`config.mk`:
```
export PLATFORM = sky130hd
export DESIGN_NAME = xor_checked_frame_receiver_top
export DESIGN_NICKNAME = d
export VERILOG_FILES = /design/src/rtl/xcfr_pkg.sv /design/src/rtl/xcfr_in_stage.sv /design/src/rtl/xcfr_parser.sv /design/src/rtl/xcfr_out_stage.sv /design/src/rtl/xor_checked_frame_receiver_top.sv
export SDC_FILE = /design/constraint.sdc
export NUM_CORES = 1
export LEC_CHECK = 0
export BUFFER_PORTS_ARGS = -buffer_cell sky130_fd_sc_hd__buf_4
export CORE_AREA = 2 2 154 156
export DETAILED_ROUTE_END_ITERATION = 6
export DIE_AREA = 0 0 156 158
export HOLD_SLACK_MARGIN = 0.15
export PLACE_DENSITY = 0.65
export SYNTH_ARGS = -nofsm -noshare
export SYNTH_HDL_FRONTEND = slang
export SYNTH_SLANG_ARGS = --single-unit
```
`constraint.sdc`:
```
create_clock -name clk_i -period 6.5 [get_ports clk_i]
set_input_delay 1.3 -clock clk_i [delete_from_list [all_inputs] [get_ports clk_i]]
set_output_delay 1.3 -clock clk_i [all_outputs]
set_load 0.01 [all_outputs]
```
`src/rtl/xcfr_pkg.sv`:
```
// Shared types and constants of the XOR-checked frame receiver.
package xcfr_pkg;

  localparam logic [7:0] MARKER = 8'hF5;

  // Status codes reported with every received byte.
  localparam logic [2:0] ST_OK        = 3'd0;
  localparam logic [2:0] ST_SKIP      = 3'd1;
  localparam logic [2:0] ST_CMD       = 3'd2;
  localparam logic [2:0] ST_FIELD     = 3'd3;
  localparam logic [2:0] ST_CHECK     = 3'd4;
  localparam logic [2:0] ST_CHECK_ERR = 3'd5;
  localparam logic [2:0] ST_TAIL_ERR  = 3'd6;

  // Configuration register indexes.
  localparam logic [1:0] CFG_CMD_CURRENT = 2'd0;
  localparam logic [1:0] CFG_CMD_BY_ID   = 2'd1;
  localparam logic [1:0] CFG_ACK_OK      = 2'd2;
  localparam logic [1:0] CFG_ACK_LATE    = 2'd3;

  typedef struct packed {
    logic [7:0] cmd_current;
    logic [7:0] cmd_by_id;
    logic [7:0] ack_ok;
    logic [7:0] ack_late;
  } cfg_t;

  typedef struct packed {
    logic [2:0]  status;
    logic        in_data_mode;
    logic        payload_valid;
    logic [7:0]  payload_byte;
    logic [7:0]  frame_cmd;
    logic [7:0]  frame_ack;
    logic [15:0] frame_word;
    logic        data_opened;
  } result_t;

endpackage

```
`src/rtl/xcfr_in_stage.sv`:
```
// Input register of the frame receiver: holds one received byte.
module xcfr_in_stage (
  input  logic       clk_i,
  input  logic       rst_ni,
  input  logic       advance_i,
  input  logic       in_valid_i,
  input  logic [7:0] rx_byte_i,
  output logic       valid_o,
  output logic [7:0] byte_o
);

  logic       valid_q;
  logic [7:0] byte_q;

  always_ff @(posedge clk_i or negedge rst_ni) begin
    if (!rst_ni) begin
      valid_q <= 1'b0;
    end else if (advance_i) begin
      valid_q <= in_valid_i;
    end
  end

  always_ff @(posedge clk_i) begin
    if (advance_i && in_valid_i) begin
      byte_q <= rx_byte_i;
    end
  end

  assign valid_o = valid_q;
  assign byte_o  = byte_q;

endmodule

```
`src/rtl/xcfr_parser.sv`:
```
// Frame parser state machine with its combinational per-byte result.
module xcfr_parser (
  input  logic             clk_i,
  input  logic             rst_ni,
  input  logic             step_i,
  input  logic [7:0]       rx_byte_i,
  input  xcfr_pkg::cfg_t   cfg_i,
  output xcfr_pkg::result_t res_o
);
  import xcfr_pkg::*;

  typedef enum logic [2:0] {
    PH_HEAD  = 3'd0,
    PH_CMD   = 3'd1,
    PH_PARA  = 3'd2,
    PH_CHECK = 3'd3,
    PH_TAIL  = 3'd4,
    PH_DATA  = 3'd5
  } phase_e;

  phase_e      phase_q, phase_d;
  logic        data_mode_q, data_mode_d;
  logic [16:0] cnt_q, cnt_d;
  logic [7:0]  xor_q, xor_d;
  logic [7:0]  chk_q, chk_d;
  logic [7:0]  cmd_q, cmd_d;
  logic [7:0]  len_hi_q, len_hi_d;
  logic [7:0]  len_lo_q, len_lo_d;
  logic [7:0]  ack_q, ack_d;
  logic [7:0]  last_cmd_q, last_cmd_d;
  logic [7:0]  last_ack_q, last_ack_d;
  logic [15:0] data_len_q, data_len_d;

  logic [16:0] cnt_inc;
  logic        cmd_match;
  logic        ack_match;
  result_t     res;

  assign cnt_inc   = cnt_q + 17'd1;
  assign cmd_match = (cmd_q == cfg_i.cmd_current) || (cmd_q == cfg_i.cmd_by_id);
  assign ack_match = (ack_q == cfg_i.ack_ok) || (ack_q == cfg_i.ack_late);

  always_comb begin
    phase_d     = phase_q;
    data_mode_d = data_mode_q;
    cnt_d       = cnt_q;
    xor_d       = xor_q;
    chk_d       = chk_q;
    cmd_d       = cmd_q;
    len_hi_d    = len_hi_q;
    len_lo_d    = len_lo_q;
    ack_d       = ack_q;
    last_cmd_d  = last_cmd_q;
    last_ack_d  = last_ack_q;
    data_len_d  = data_len_q;

    res               = '0;
    res.status        = ST_SKIP;
    res.in_data_mode  = data_mode_q;

    if (!data_mode_q) begin
      unique case (phase_q)
        PH_HEAD: begin
          if (rx_byte_i == MARKER) begin
            cnt_d   = 17'd1;
            xor_d   = '0;
            phase_d = PH_CMD;
          end
        end
        PH_CMD: begin
          cmd_d      = rx_byte_i;
          xor_d      = xor_q ^ rx_byte_i;
          cnt_d      = 17'd2;
          phase_d    = PH_PARA;
          res.status = ST_CMD;
        end
        PH_PARA: begin
          // Field slots: length high, length low, ack, then a spare byte.
          if (cnt_q == 17'd2) len_hi_d = rx_byte_i;
          if (cnt_q == 17'd3) len_lo_d = rx_byte_i;
          if (cnt_q == 17'd4) ack_d    = rx_byte_i;
          xor_d = xor_q ^ rx_byte_i;
          cnt_d = cnt_inc;
          if (cnt_inc >= 17'd6) phase_d = PH_CHECK;
          res.status = ST_FIELD;
        end
        PH_CHECK: begin
          chk_d      = rx_byte_i;
          cnt_d      = cnt_inc;
          phase_d    = PH_TAIL;
          res.status = ST_CHECK;
        end
        PH_TAIL: begin
          if (rx_byte_i == MARKER) begin
            if (xor_q == chk_q) begin
              last_cmd_d     = cmd_q;
              last_ack_d     = ack_q;
              res.frame_word = {len_hi_q, len_lo_q};
              if (cmd_match && ack_match) begin
                data_len_d      = {len_hi_q, len_lo_q};
                data_mode_d     = 1'b1;
                res.data_opened = 1'b1;
              end
              res.status = ST_OK;
            end else begin
              res.status = ST_CHECK_ERR;
            end
          end else begin
            res.status = ST_TAIL_ERR;
          end
          phase_d = PH_HEAD;
          cnt_d   = '0;
        end
        default: begin
          data_mode_d = 1'b0;
          phase_d     = PH_HEAD;
          cnt_d       = '0;
        end
      endcase
    end else begin
      unique case (phase_q)
        PH_HEAD: begin
          if (rx_byte_i == MARKER) begin
            cnt_d   = 17'd1;
            xor_d   = '0;
            phase_d = (data_len_q != '0) ? PH_DATA : PH_CHECK;
          end
        end
        PH_DATA: begin
          xor_d = xor_q ^ rx_byte_i;
          cnt_d = cnt_inc;
          if (cnt_inc == ({1'b0, data_len_q} + 17'd1)) phase_d = PH_CHECK;
          res.payload_valid = 1'b1;
          res.payload_byte  = rx_byte_i;
          res.status        = ST_FIELD;
        end
        PH_CHECK: begin
          chk_d      = rx_byte_i;
          cnt_d      = cnt_inc;
          phase_d    = PH_TAIL;
          res.status = ST_CHECK;
        end
        PH_TAIL: begin
          if (rx_byte_i == MARKER) begin
            if (xor_q == chk_q) begin
              data_mode_d = 1'b0;
              res.status  = ST_OK;
            end else begin
              res.status  = ST_CHECK_ERR;
            end
          end else begin
            data_mode_d = 1'b0;
            res.status  = ST_TAIL_ERR;
          end
          phase_d = PH_HEAD;
          cnt_d   = '0;
        end
        default: begin
          data_mode_d = 1'b0;
          phase_d     = PH_HEAD;
          cnt_d       = '0;
        end
      endcase
    end

    res.frame_cmd = last_cmd_d;
    res.frame_ack = last_ack_d;
  end

  always_ff @(posedge clk_i or negedge rst_ni) begin
    if (!rst_ni) begin
      phase_q     <= PH_HEAD;
      data_mode_q <= 1'b0;
      cnt_q       <= '0;
      xor_q       <= '0;
      chk_q       <= '0;
      cmd_q       <= '0;
      len_hi_q    <= '0;
      len_lo_q    <= '0;
      ack_q       <= '0;
      last_cmd_q  <= '0;
      last_ack_q  <= '0;
      data_len_q  <= '0;
    end else if (step_i) begin
      phase_q     <= phase_d;
      data_mode_q <= data_mode_d;
      cnt_q       <= cnt_d;
      xor_q       <= xor_d;
      chk_q       <= chk_d;
      cmd_q       <= cmd_d;
      len_hi_q    <= len_hi_d;
      len_lo_q    <= len_lo_d;
      ack_q       <= ack_d;
      last_cmd_q  <= last_cmd_d;
      last_ack_q  <= last_ack_d;
      data_len_q  <= data_len_d;
    end
  end

  assign res_o = res;

endmodule

```
`src/rtl/xcfr_out_stage.sv`:
```
// Result register of the frame receiver with its valid flag.
module xcfr_out_stage (
  input  logic              clk_i,
  input  logic              rst_ni,
  input  logic              advance_i,
  input  logic              valid_i,
  input  xcfr_pkg::result_t res_i,
  output logic              valid_o,
  output xcfr_pkg::result_t res_o
);
  import xcfr_pkg::*;

  logic    valid_q;
  result_t res_q;

  always_ff @(posedge clk_i or negedge rst_ni) begin
    if (!rst_ni) begin
      valid_q <= 1'b0;
    end else if (advance_i) begin
      valid_q <= valid_i;
    end
  end

  always_ff @(posedge clk_i) begin
    if (advance_i && valid_i) begin
      res_q <= res_i;
    end
  end

  assign valid_o = valid_q;
  assign res_o   = res_q;

endmodule

```
`src/rtl/xor_checked_frame_receiver_top.sv`:
```
// Top level of the XOR-checked frame receiver.
//
// The input channel (in_valid_i, in_stall_o, rx_byte_i) carries one received
// serial byte per transfer. The output channel (out_valid_o, out_stall_i and
// the result fields) returns exactly one result transfer per input byte, in
// order. Results give a status code, the mode the byte was handled in, a
// streamed payload byte in data mode, the command and ack of the last good
// command frame, and its word with the result of the byte that closes it.
// An input transfer waits in the input register, then the parser and its
// state update feed the result register. Throughput is one byte per cycle
// while the output is not stalled, set by the state update of the parser
// (running XOR, byte counter and phase).
// When the receiver stalls while a result is waiting, the whole pipeline
// holds and in_stall_o rises in the same cycle; it falls as soon as the
// waiting result is taken. Reset clears both valid flags, returns the parser
// to command mode hunting for the marker, and loads the configuration
// registers with their default codes. Configuration writes through cfg_we_i
// take effect at the next edge and are meant to happen while the block is
// idle.
module xor_checked_frame_receiver_top (
  input  logic        clk_i,
  input  logic        rst_ni,
  input  logic        in_valid_i,
  output logic        in_stall_o,
  input  logic [7:0]  rx_byte_i,
  output logic        out_valid_o,
  input  logic        out_stall_i,
  output logic [2:0]  status_o,
  output logic        in_data_mode_o,
  output logic        payload_valid_o,
  output logic [7:0]  payload_byte_o,
  output logic [7:0]  frame_cmd_o,
  output logic [7:0]  frame_ack_o,
  output logic [15:0] frame_word_o,
  output logic        data_opened_o,
  input  logic        cfg_we_i,
  input  logic [1:0]  cfg_index_i,
  input  logic [7:0]  cfg_data_i
);
  import xcfr_pkg::*;

  cfg_t    cfg_q;
  logic    advance;
  logic    stage_valid;
  logic [7:0] stage_byte;
  result_t parse_res;
  result_t out_res;

  // The pipeline moves whenever the result register is empty or being read.
  assign advance    = !(out_valid_o && out_stall_i);
  assign in_stall_o = !advance;

  // Configuration registers.
  always_ff @(posedge clk_i or negedge rst_ni) begin
    if (!rst_ni) begin
      cfg_q.cmd_current <= 8'd35;
      cfg_q.cmd_by_id   <= 8'd49;
      cfg_q.ack_ok      <= 8'd0;
      cfg_q.ack_late    <= 8'd8;
    end else if (cfg_we_i) begin
      unique case (cfg_index_i)
        CFG_CMD_CURRENT: cfg_q.cmd_current <= cfg_data_i;
        CFG_CMD_BY_ID:   cfg_q.cmd_by_id   <= cfg_data_i;
        CFG_ACK_OK:      cfg_q.ack_ok      <= cfg_data_i;
        CFG_ACK_LATE:    cfg_q.ack_late    <= cfg_data_i;
        default: ;
      endcase
    end
  end

  xcfr_in_stage u_in_stage (
    .clk_i      (clk_i),
    .rst_ni     (rst_ni),
    .advance_i  (advance),
    .in_valid_i (in_valid_i),
    .rx_byte_i  (rx_byte_i),
    .valid_o    (stage_valid),
    .byte_o     (stage_byte)
  );

  // The parser state steps only when a held byte moves into the result register.
  xcfr_parser u_parser (
    .clk_i     (clk_i),
    .rst_ni    (rst_ni),
    .step_i    (advance && stage_valid),
    .rx_byte_i (stage_byte),
    .cfg_i     (cfg_q),
    .res_o     (parse_res)
  );

  xcfr_out_stage u_out_stage (
    .clk_i     (clk_i),
    .rst_ni    (rst_ni),
    .advance_i (advance),
    .valid_i   (stage_valid),
    .res_i     (parse_res),
    .valid_o   (out_valid_o),
    .res_o     (out_res)
  );

  assign status_o        = out_res.status;
  assign in_data_mode_o  = out_res.in_data_mode;
  assign payload_valid_o = out_res.payload_valid;
  assign payload_byte_o  = out_res.payload_byte;
  assign frame_cmd_o     = out_res.frame_cmd;
  assign frame_ack_o     = out_res.frame_ack;
  assign frame_word_o    = out_res.frame_word;
  assign data_opened_o   = out_res.data_opened;

endmodule

```
After elaboration in Yosys (flattened, before gate mapping)
Cells that the tools add are included.
- bits in registers: 189
- input bits: 23
- output and inout bits: 48
- logic and storage cells: 124
- add/sub/neg operators: 2
- $lt $le $gt $ge: 1
- equal/unequal tests: 22
- muxes and demuxes: 38
- bitwise gates (word level): 5
- reductions and logical operators: 29
- operators with widths (operator ; count):
    2-to-1 mux 8 bit ; 10
    case mux 17 bit (3 select lines) ; 1
    == test 8 bit ; 5
    == test 17 x 2 -> 1 bit (second input constant) ; 2
    2-to-1 mux 17 bit ; 2
    case mux 17 bit (2 select lines) ; 1
    case mux 8 bit (2 select lines) ; 2
    2-to-1 mux 3 bit ; 9
    case mux 3 bit (4 select lines) ; 2
    case mux 3 bit (3 select lines) ; 2
    adder 16 x 1 -> 17 bit (second input constant) ; 1
    adder 17 x 1 -> 17 bit (second input constant) ; 1
    == test 17 bit ; 1
    == test 17 x 3 -> 1 bit (second input constant) ; 1
    greater-or-equal comparator 17 x 3 -> 1 bit (second input constant) ; 1
    AND reduction 4 bit ; 4
    nonzero test 16 bit ; 1
    AND reduction 2 bit ; 6
    2-to-1 mux 9 bit ; 1
    == test 8 bit (second input constant) ; 1
    bitwise XOR 8 bit ; 1
    2-to-1 mux 1 bit ; 7
    == test 3 x 2 -> 1 bit (second input constant) ; 2
    == test 3 bit (second input constant) ; 2
    19 further kinds ; 31

Longest topological paths before layout
- depth after elaboration: 8
- mapped depth: 11
- depth with buffers taken out: 9

Modules after synthesis
From an unflattened synthesis, not the netlist that was laid out.
- cells, all modules: 783
- area, all modules: 9439.1 um^2
- by module, submodules not included (module ; times used ; cells each ; area an instance (um^2) ; sequential area each (um^2)):
    xcfr_parser ; 1 ; 652 ; 6487.5 ; 2527.4
    xcfr_out_stage ; 1 ; 49 ; 1428.9 ; 1406.3
    xor_checked_frame_receiver_top ; 1 ; 71 ; 1234.9 ; 809.5
    xcfr_in_stage ; 1 ; 11 ; 287.8 ; 265.3

Worst setup path before layout
Ideal clock, no wire load.
- path type: input -> register
- start: in out_stall_i
- end: reg u_out_stage.res_q (netlist bit u_out_stage.res_o[0]), enable pin
- arrival: 3366 ps
- slack: 2706 ps
- cell stages on the path: 5
- cells stage by stage: nand2_1 > nand2_1 > inv_1 > clkbuf_1 > buf_1
- longest elaborated chain between the ends: 3
- RTL lines (element ; line ; RTL):
    start: declaration ; xor_checked_frame_receiver_top.sv:27 ; input logic out_stall_i,
    logical AND 1 bit ; xor_checked_frame_receiver_top.sv:50 ; assign advance = !(out_valid_o && out_stall_i);
    zero test 1 bit ; xor_checked_frame_receiver_top.sv:50 ;
    logical AND 1 bit ; -- ;
    via u_parser.step_i ; xcfr_parser.sv:5 ; input logic step_i,
    end signal: assignment ; xcfr_out_stage.sv:26 ; res_q <= res_i;
    end: declaration ; xcfr_out_stage.sv:14 ; result_t res_q;
The timed path passes the listed nets, and every way through them passes these cells.
A chain may end at the register's enable or synchronous reset.

Worst setup path in the final report
- start: reg u_parser.cnt_q[0]
- end: reg u_parser.phase_q[0]
- longest elaborated chain between the ends: 4
- RTL lines (element ; line ; RTL):
    start: declaration ; xcfr_parser.sv:23 ; logic [16:0] cnt_q, cnt_d;
    start signal: assignment ; xcfr_parser.sv:187 ; cnt_q <= cnt_d;
    adder 17 x 1 -> 17 bit (*) ; xcfr_parser.sv:39 ; assign cnt_inc = cnt_q + 17'd1;
    greater-or-equal comparator 17 x 3 -> 1 bit or == test 17 bit (tied branches) ; xcfr_parser.sv:84, xcfr_parser.sv:132 ;
    inequality test 3 x 1 -> 1 bit (no source line) or inequality test 3 bit (tied branches) ; -- ;
    AND reduction 4 bit (no source line) (*) ; -- ;
    end signal: assignment ; xcfr_parser.sv:185 ; phase_q <= phase_d;
    end: declaration ; xcfr_parser.sv:21 ; phase_e phase_q, phase_d;
Mark *: on every way between the ends. The rest lies on a longest branch, timed or not.

==> run metrics <==
FF+latch count, synth=189; dpl hpwl=13,900 µm; xor/xnor share of the synthesized area=8.22%; Die Ht=158 µm; GR Util All Layers=17.2%; hold_buf cts=0; area grow syn2layout=14.9%; DR DRC count=0; Mapped Nets=789; placement row count=56; fmax=0.263 GHz; clock-pin slew on the worst setup and hold paths=70 ps; Hold Path Class=flip-flop to flip-flop; post-synth cell types=57; Buffers on Ports=70; Pwr Total=3390 µW; Slew headroom=39.0%; Critical Path AT=4110 ps; Cells after Synth=760; worst-margin pin slew=915 ps; clock root buffer=clkbuf_16; wire per inst=18.1 µm; antenna-violating nets left=0; CP required=6810 ps; Routed WL=20,300 µm; CP endpoint kind=flip-flop; Avg Synthesized Cell Area=11.9 µm²; power per cell area=328 nW/µm²; area of the die=24,600 µm²; Simple-Gate Fraction of Synth Area=13.8%; layout cells sized above 1=27.3%; Max Cap Viol=0; grt ovf=0; compound-cell area share of the yosys netlist=5.21%; vias per cell=5.29; Critical Path Fanout Max=10; H-Tree Depth=4; Post-Synthesis Cell Area=9010 µm²; final setup violation count=0; Filler cells=2,078; core area=23,100 µm²; Synthesis Warnings=0; Hold WS=473 ps; chip width=156 µm; Synth Area in Adders=0.833%; via count of the first global-routing pass=5,858; maximum vdd ir drop=0.186 mV; Final WS setup=2700 ps; fin crit period=3800 ps; Slew Viols, Final=0; number of antenna violations at the first check in global routing=0; status=complete, no violations; Worst Skew=9.96 ps; Clock Latency Late Sink=430 ps; Antenna diodes=0; CTS Buf Count=17; multiplexer share of the synthesized area=13.6%; Setup TNS Final=0 ps; Worst R2R Path Depth=9; post_cts resized=0; Fin. Hold Viols=0; Leakage=0.00456 µW; largest family of logic cells by synthesized area=simple AND/OR/NAND/NOR gates; largest net degree at the start of global routing=99; dpl ws=2340 ps; Tcrit/Tclk final=58.5%; post-synthesis sequential area ratio=55.6%; Iter 0 DRT Violations=484; CTS max path bufs=2; Worst Hold Depth=2; top-level I/O count=71; asr flop ratio synth=71.4%; unrepaired setup endpoints after global routing=no; Worst setup SP type=flip-flop; clk sinks=189; Most used DFF post-synth=dfrtp_1; CTS tree=built; vias post-DR=5,924; NumNets Final=845; First-pass DRT Iterations=5; Post-synth EDFFs=54; Setup Crit Path Kind=flip-flop to flip-flop; placer congestion estimate=0.815; postcts setup bufs=0; initial core utilization=39.1%; global-route wire length before repair=32,600 µm
==> synth_stat cells (14+ instances only) <==
cell type | count | share of area [%]
nand2_1 | 85 | 3.5
xor2_1 | 54 | 5.3
nor2_1 | 33 | 1.4
xnor2_1 | 28 | 2.7
edfxtp_1 | 54 | 18
clkbuf_1 | 24 | 1.0
nor3_1 | 15 | 0.83
o21ai_0 | 44 | 2.4
inv_1 | 16 | 0.67
and2_1 | 26 | 1.8
nand3_1 | 14 | 0.78
nor4_1 | 27 | 1.9
dfrtp_1 | 128 | 36
mux2_2 | 96 | 12
==> cell families (layout without fill, tap and decap cells) <==
family          after synthesis  after routing
compound gates               77             77
xor+xnor                     83             83
fa+ha+maj                     6              6
buf+inv                      53            122
flops                       189            189
mux                         106            106
simple gates                246            246
==> worst max-delay path: stages (launching register included) <==
cell and delay, ps:
dfrtp_1 530, ha_1 380, nand3_1 400, nor4_1 630
xnor2_1 340, o21ai_0 180, nor4_1 330, a21o_1 260
mux2_2 350, or3_1 300
==> stage by stage <==
step	instances	util (%)	cell area [µm²]
after floorplan	760	-	9010
after global placement	1087	42.3	9750
after detailed placement	1087	42.3	9750
after CTS	1119	44.9	10300
after global routing	1119	44.9	10300
final	1119	44.9	10300
==> flip-flops by register name, indices dropped and copies added, names as in the netlist <==
register and count:
u_out_stage.res_o 46, cfg_q 32, u_parser.cnt_q 17, u_parser.data_len_q 16, u_in_stage.byte_o 8, u_parser.ack_q 8, u_parser.chk_q 8, u_parser.cmd_q 8
u_parser.last_ack_q 8, u_parser.last_cmd_q 8, u_parser.len_hi_q 8, u_parser.len_lo_q 8, u_parser.xor_q 8, u_parser.phase_q 3, u_in_stage.valid_o 1, u_out_stage.valid_o 1
u_parser.data_mode_q 1
==> power by group <==
group	total (µW)	switching [µW]	internal, µW
combinational	664	339	325
clock	1040	472	569
sequential	1690	238	1450
==> cell type report <==
| cell class | instances | area, µm² | area share, % |
|---|---|---|---|
| Tap cell | 290 | 363 | 3.51 |
| Clock buffer | 22 | 507 | 4.90 |
| Sequential cell | 189 | 5010 | 48.4 |
| Inverter | 16 | 60.1 | 0.580 |
| Clock inverter | 10 | 87.6 | 0.846 |
| Multi-Input combinational cell | 518 | 3760 | 36.4 |
| Timing Repair Buffer | 74 | 559 | 5.40 |
==> layer usage <==
layer	track usage [%]	routed length (µm)
met1	24.8	9620
met3	3.81	1090
met5	0	0
met4	4.54	276
met2	26.3	9270
==> cell usage in the layout (no fill, tap or decap), types with 3 or more instances in the layout <==
cell	synthesis	final
or3_1	3	3
xnor2_1	28	28
a21o_1	3	3
nor4_1	27	26
inv_4	0	3
and3_1	5	5
buf_4	1	73
dfrtp_1	128	128
edfxtp_1	54	54
mux2_4	9	9
clkbuf_16	0	19
o31ai_1	6	6
mux2_2	96	96
nand2_1	85	85
nor2b_1	4	4
nand3_1	14	14
a21oi_1	3	3
nand4_1	12	12
xor2_1	54	54
nand2b_1	7	7
o211ai_1	3	3
nor3_1	15	15
ha_1	6	6
nor2_1	33	33
inv_1	16	15
inv_8	0	3
and2_1	26	26
dfstp_2	7	7
o21ai_0	44	44
==> final timing paths <==
check	start	endpoint	slack (ps)
hold reg to reg	u_parser.last_cmd_q[0]	u_parser.last_cmd_q[0]	470
hold / removal	u_parser.last_cmd_q[0]	u_parser.last_cmd_q[0]	470
setup / recovery	u_parser.cnt_q[0]	u_parser.phase_q[0]	2700
max in group asynchronous	rst_ni	u_parser.ack_q[3]	4480
min in group asynchronous	rst_ni	u_parser.cnt_q[12]	950
setup reg to reg	u_parser.cnt_q[0]	u_parser.phase_q[0]	2700
Note: power is estimated with default switching activity, not from simulation.
